`src/rtl/core/gwtl_pkg.sv`:
```
`timescale 1ns / 1ps

package gwtl_pkg;

   localparam int CHAR_W     = 8;
   localparam int LEN_W      = 13;
   localparam int DIM_W      = 9;
   localparam int CSR_DATA_W = 32;
   localparam int CSR_ADDR_W = 3;

   localparam logic [CHAR_W-1:0] CHAR_ENDPOINT   = 8'd68;  // 'D'
   localparam logic [CHAR_W-1:0] CHAR_CHECKPOINT = 8'd49;  // '1'
   localparam logic [LEN_W-1:0]  LEN_MAX         = 13'd8191;
   localparam logic [DIM_W-1:0]  DIM_RESET       = 9'd8;

   // register select, taken from paddr bit 2
   localparam logic REG_GRID_ROWS = 1'b0;
   localparam logic REG_GRID_COLS = 1'b1;

   typedef logic [1:0] dist_sel_type;
   localparam dist_sel_type DSEL_START_END = 2'd0;
   localparam dist_sel_type DSEL_START_WP  = 2'd1;
   localparam dist_sel_type DSEL_WP_WP     = 2'd2;
   localparam dist_sel_type DSEL_WP_END    = 2'd3;

   typedef logic [2:0] best_op_type;
   localparam best_op_type BEST_HOLD = 3'd0;
   localparam best_op_type BEST_LOAD = 3'd1;
   localparam best_op_type BEST_MIN  = 3'd2;
   localparam best_op_type BEST_INF  = 3'd3;
   localparam best_op_type BEST_ZERO = 3'd4;

   typedef struct packed {
      logic         scan_en;
      logic         mask_init;
      logic         mask_inc;
      logic         i_clear;
      logic         i_inc;
      logic         j_clear;
      logic         j_inc;
      dist_sel_type dsel;
      best_op_type  best_op;
      logic         cost_we;
      logic         fin_phase;
      logic         push;
   } cmd_type;

   typedef struct packed {
      logic grid_done;
      logic ovf;
      logic cnt_zero;
      logic i_in_mask;
      logic prev_zero;
      logic j_in_prev;
      logic j_last;
      logic i_last;
      logic mask_full;
      logic out_free;
   } status_type;

endpackage

```
`src/rtl/core/gwtl_ctrl.sv`:
```
`timescale 1ns / 1ps

module gwtl_ctrl (
   input  logic                 clock,
   input  logic                 reset,
   input  gwtl_pkg::status_type st,
   output gwtl_pkg::cmd_type    cmd
);
   localparam logic [3:0] S_SCAN  = 4'd0;
   localparam logic [3:0] S_START = 4'd1;
   localparam logic [3:0] S_ISEL  = 4'd2;
   localparam logic [3:0] S_IWAIT = 4'd3;
   localparam logic [3:0] S_JSEL  = 4'd4;
   localparam logic [3:0] S_JACC  = 4'd5;
   localparam logic [3:0] S_WRITE = 4'd6;
   localparam logic [3:0] S_INEXT = 4'd7;
   localparam logic [3:0] S_FSEL  = 4'd8;
   localparam logic [3:0] S_FACC  = 4'd9;
   localparam logic [3:0] S_PUSH  = 4'd10;

   logic [3:0] state_ff;
   logic [3:0] state_in;

   always_ff @(posedge clock) begin
      if (reset) begin
         state_ff <= S_SCAN;
      end else begin
         state_ff <= state_in;
      end
   end

   always_comb begin
      cmd      = '0;
      cmd.dsel = gwtl_pkg::DSEL_START_END;
      cmd.best_op = gwtl_pkg::BEST_HOLD;
      state_in = state_ff;
      case (state_ff)
         S_SCAN: begin
            cmd.scan_en = 1'b1;
            if (st.grid_done) begin
               state_in = S_START;
            end
         end
         S_START: begin
            if (st.ovf) begin
               cmd.best_op = gwtl_pkg::BEST_ZERO;
               state_in    = S_PUSH;
            end else if (st.cnt_zero) begin
               cmd.dsel    = gwtl_pkg::DSEL_START_END;
               cmd.best_op = gwtl_pkg::BEST_LOAD;
               state_in    = S_PUSH;
            end else begin
               cmd.mask_init = 1'b1;
               state_in      = S_ISEL;
            end
         end
         S_ISEL: begin
            state_in = st.i_in_mask ? S_IWAIT : S_INEXT;
         end
         S_IWAIT: begin
            if (st.prev_zero) begin
               cmd.dsel    = gwtl_pkg::DSEL_START_WP;
               cmd.best_op = gwtl_pkg::BEST_LOAD;
               state_in    = S_WRITE;
            end else begin
               cmd.best_op = gwtl_pkg::BEST_INF;
               cmd.j_clear = 1'b1;
               state_in    = S_JSEL;
            end
         end
         S_JSEL: begin
            if (st.j_in_prev) begin
               state_in = S_JACC;
            end else if (st.j_last) begin
               state_in = S_WRITE;
            end else begin
               cmd.j_inc = 1'b1;
            end
         end
         S_JACC: begin
            cmd.dsel    = gwtl_pkg::DSEL_WP_WP;
            cmd.best_op = gwtl_pkg::BEST_MIN;
            if (st.j_last) begin
               state_in = S_WRITE;
            end else begin
               cmd.j_inc = 1'b1;
               state_in  = S_JSEL;
            end
         end
         S_WRITE: begin
            cmd.cost_we = 1'b1;
            state_in    = S_INEXT;
         end
         S_INEXT: begin
            if (st.i_last) begin
               cmd.i_clear = 1'b1;
               if (st.mask_full) begin
                  cmd.best_op = gwtl_pkg::BEST_INF;
                  state_in    = S_FSEL;
               end else begin
                  cmd.mask_inc = 1'b1;
                  state_in     = S_ISEL;
               end
            end else begin
               cmd.i_inc = 1'b1;
               state_in  = S_ISEL;
            end
         end
         S_FSEL: begin
            cmd.fin_phase = 1'b1;
            state_in      = S_FACC;
         end
         S_FACC: begin
            cmd.fin_phase = 1'b1;
            cmd.dsel      = gwtl_pkg::DSEL_WP_END;
            cmd.best_op   = gwtl_pkg::BEST_MIN;
            if (st.i_last) begin
               state_in = S_PUSH;
            end else begin
               cmd.i_inc = 1'b1;
               state_in  = S_FSEL;
            end
         end
         S_PUSH: begin
            if (st.out_free) begin
               cmd.push = 1'b1;
               state_in = S_SCAN;
            end
         end
         default: begin
            state_in = S_SCAN;
         end
      endcase
   end
endmodule

```
`config.mk`:
```
export PLATFORM = sky130hd
export DESIGN_NAME = gwtl_ctrl
export DESIGN_NICKNAME = d
export VERILOG_FILES = /design/src/rtl/core/gwtl_pkg.sv /design/src/rtl/core/gwtl_ctrl.sv
export SDC_FILE = /design/constraint.sdc
export NUM_CORES = 1
export LEC_CHECK = 0
export ABC_AREA = 1
export BUFFER_PORTS_ARGS = -buffer_cell sky130_fd_sc_hd__buf_4
export CAP_MARGIN = 25
export CORE_AREA = 2 2 39 41
export DETAILED_ROUTE_END_ITERATION = 6
export DIE_AREA = 0 0 41 43
export SETUP_SLACK_MARGIN = 0.4
export SYNTH_ARGS = -nofsm -noshare
export SYNTH_HDL_FRONTEND = slang
export SYNTH_SLANG_ARGS = --single-unit
```
`constraint.sdc`:
```
create_clock -name clock -period 3.2 [get_ports clock]
set_clock_uncertainty 0.05 [all_clocks]
set_input_delay 0.64 -clock clock [delete_from_list [all_inputs] [get_ports clock]]
set_output_delay 0.64 -clock clock [all_outputs]
set_load 0.02 [all_outputs]
```
==> out/qor.csv <==
metric,value,unit
total_power,0.485,mW
leakage,0.425,nW
crit_path_end_kind,output pin,
syn2layout_area_growth,53.4,%
antenna_cells,0,
clk_pin_slew,0.04,ns
core,0.00138,mm2
required,2.51,ns
hp-class,in -> reg,
top_usage_layer,met2,
initial_core_util,0.322,
max-cap-violations,0,
outcome,"complete, no violations",
synth_warnings,0,
rr_worst_depth,5,
drtIter0Drc,16,
grtUsageMet3,0.0733,
fmax,459,MHz
nets,130,
largest_reg_flops,4,
ys_types,15,
ys_ff_latch,4,
synthTopCellsByArea,"dfxtp_1, inv_1, nand2_1, nor2_1, nand3_1",
crit_end,cmd[4],
critPathLaunch,state_ff[3],
std_cell_rows,14,
port_buffers,26,
synth_top_area_cell,dfxtp_1,
min_period,2.18,ns
io_pins,27,
grt.overflow.total,0,
report.final.slew_viol_count,0,
arrival,1.49,ns
regMostFlops,state_ff,
ys_seq_area_frac,0.180,
reg2reg_slack,1.86,ns
die_w,41,um
grt_pass1_vias,551,
rr_startpoint,state_ff[3],
via_count,633,
cts_tree,yes,
ys.flop_type,dfxtp_1,
power.density,709,mW/mm2
max_slew.worst_pin.slew,0.354,ns
rsz0062_at_grt,false,
hpwl,1090,um
synth.avg_cell_area,5.12,um2
synth_edf_count,0,
use_met2,0.263,
syn_nets,99,
cts_resized,0,
detail_route.wl_per_cell,10.0,um
min_period_over_period,0.680,
cts_buffer_depth,2,
use_met1,0.240,
htree_num_levels,1,
cts.hold.buffers_added,0,
critPathLaunchType,flip-flop,
gp_congestion,0.805,
r2r-end,state_ff[3],
wirelength,1320,um
drc,0,
finalHoldViolations,0,
reg.largest.list,state_ff: 4 flops,
cts_buffers,3,
clock_sinks,4,
fp.dieH,43,um
dr.pass1.iters,4,
antenna_found_initial,0,
insertion_delay,0.23,ns
root_buffer,clkbuf_4,
drtAntennaViolNets,0,
synthArstFlopShare,0,
synth_area,445,um2
ir_drop,0.306,mV
grt_max_degree,9,
finalSetupTns,0,ns
post-cts-setup-buffer-count,0,
detail_route.vias_per_cell,4.80,
dieArea,0.00176,mm2
timing_worst_setup_path_type,reg -> out,
path_max_fanout,5,
final_layout_size_suffix_gt1_frac,0.302,
grt_usage,0.178,
setup_viol,0,
grt_pass1_wl,2180,um
postSynthCellCount,87,
synth_top_area_share,0.180,
slew_headroom,0.763,
-- critical path: stages, from the launching register on --
cell     delay, ns
dfxtp_1       0.35
nor2_1        0.32
inv_1         0.07
nor2_1        0.09
inv_1         0.06
nor2_1        0.12
nor2_1        0.06
nand2_1       0.05
buf_4         0.14
-- cell families (layout without fill, tap and decap cells) --
kind of cell    count (synthesis)  in the layout  share of synthesized area
buf+inv                        21             50                      0.177
simple gates                   55             55                      0.548
flops                           4              4                      0.180
compound gates                  7              7                     0.0955
-- where the power goes --
part           total [mW]  switching (mW)  internal, mW
logic               0.329           0.209         0.120
registers          0.0929          0.0237        0.0692
clock network      0.0623          0.0204        0.0419
-- routing by layer --
| layer | vias to the layer above | wire length (um) |
|---|---|---|
| met3 | 0 | 118 |
| met5 | - | 0 |
| met4 | 0 | 0 |
| li1 | 323 | - |
| met1 | 277 | 595 |
| met2 | 33 | 608 |
-- synthesized netlist by cell type (2+ instances only) --
cell type	instances
a21oi_1	2
nor3_1	2
o21ai_0	3
inv_1	19
nor2_1	18
dfxtp_1	4
inv_2	2
nand3_1	12
nand2_1	19
-- cell type report --
type	instances	area, um2
Inverter	21	78.8
Multi-Input combinational cell	62	287
Clock buffer	3	22.5
Tap cell	16	20.0
Timing Repair Buffer	26	195
Sequential cell	4	80.1
Fill cell	163	701
-- worst min-delay path by stage --
stage	from	to	cells past startpoint
2_1_floorplan	state_ff[3]	state_ff[3]	2
3_3_place_gp	state_ff[3]	state_ff[3]	2
3_5_place_dp	state_ff[3]	state_ff[3]	2
4_1_cts	reset	state_ff[1]	2
5_1_grt	reset	state_ff[1]	2
6_report	reset	state_ff[1]	2
-- cells in the final DEF (no fill, tap or decap), types with 2 or more instances in the layout --
cell type and instances:
nand3_1 12, inv_1 19, a21oi_1 2, nor3_1 2
inv_2 2, clkbuf_4 3, nor2_1 18, o21ai_0 3
nand2_1 19, dfxtp_1 4, buf_4 26
-- through the flow --
stage          area [um2]  setup WS (ns)   util  hold WS, ns  std cells
5_1_grt               683          0.809  0.494        0.531        132
6_report              683           1.02  0.494        0.546        132
3_3_place_gp          661           1.26  0.477        0.594        129
2_1_floorplan         445           1.16      -        0.528         87
4_1_cts               683           1.01  0.494        0.534        132
3_5_place_dp          661           1.26  0.477        0.589        129
(Power assumes the default switching activity.)
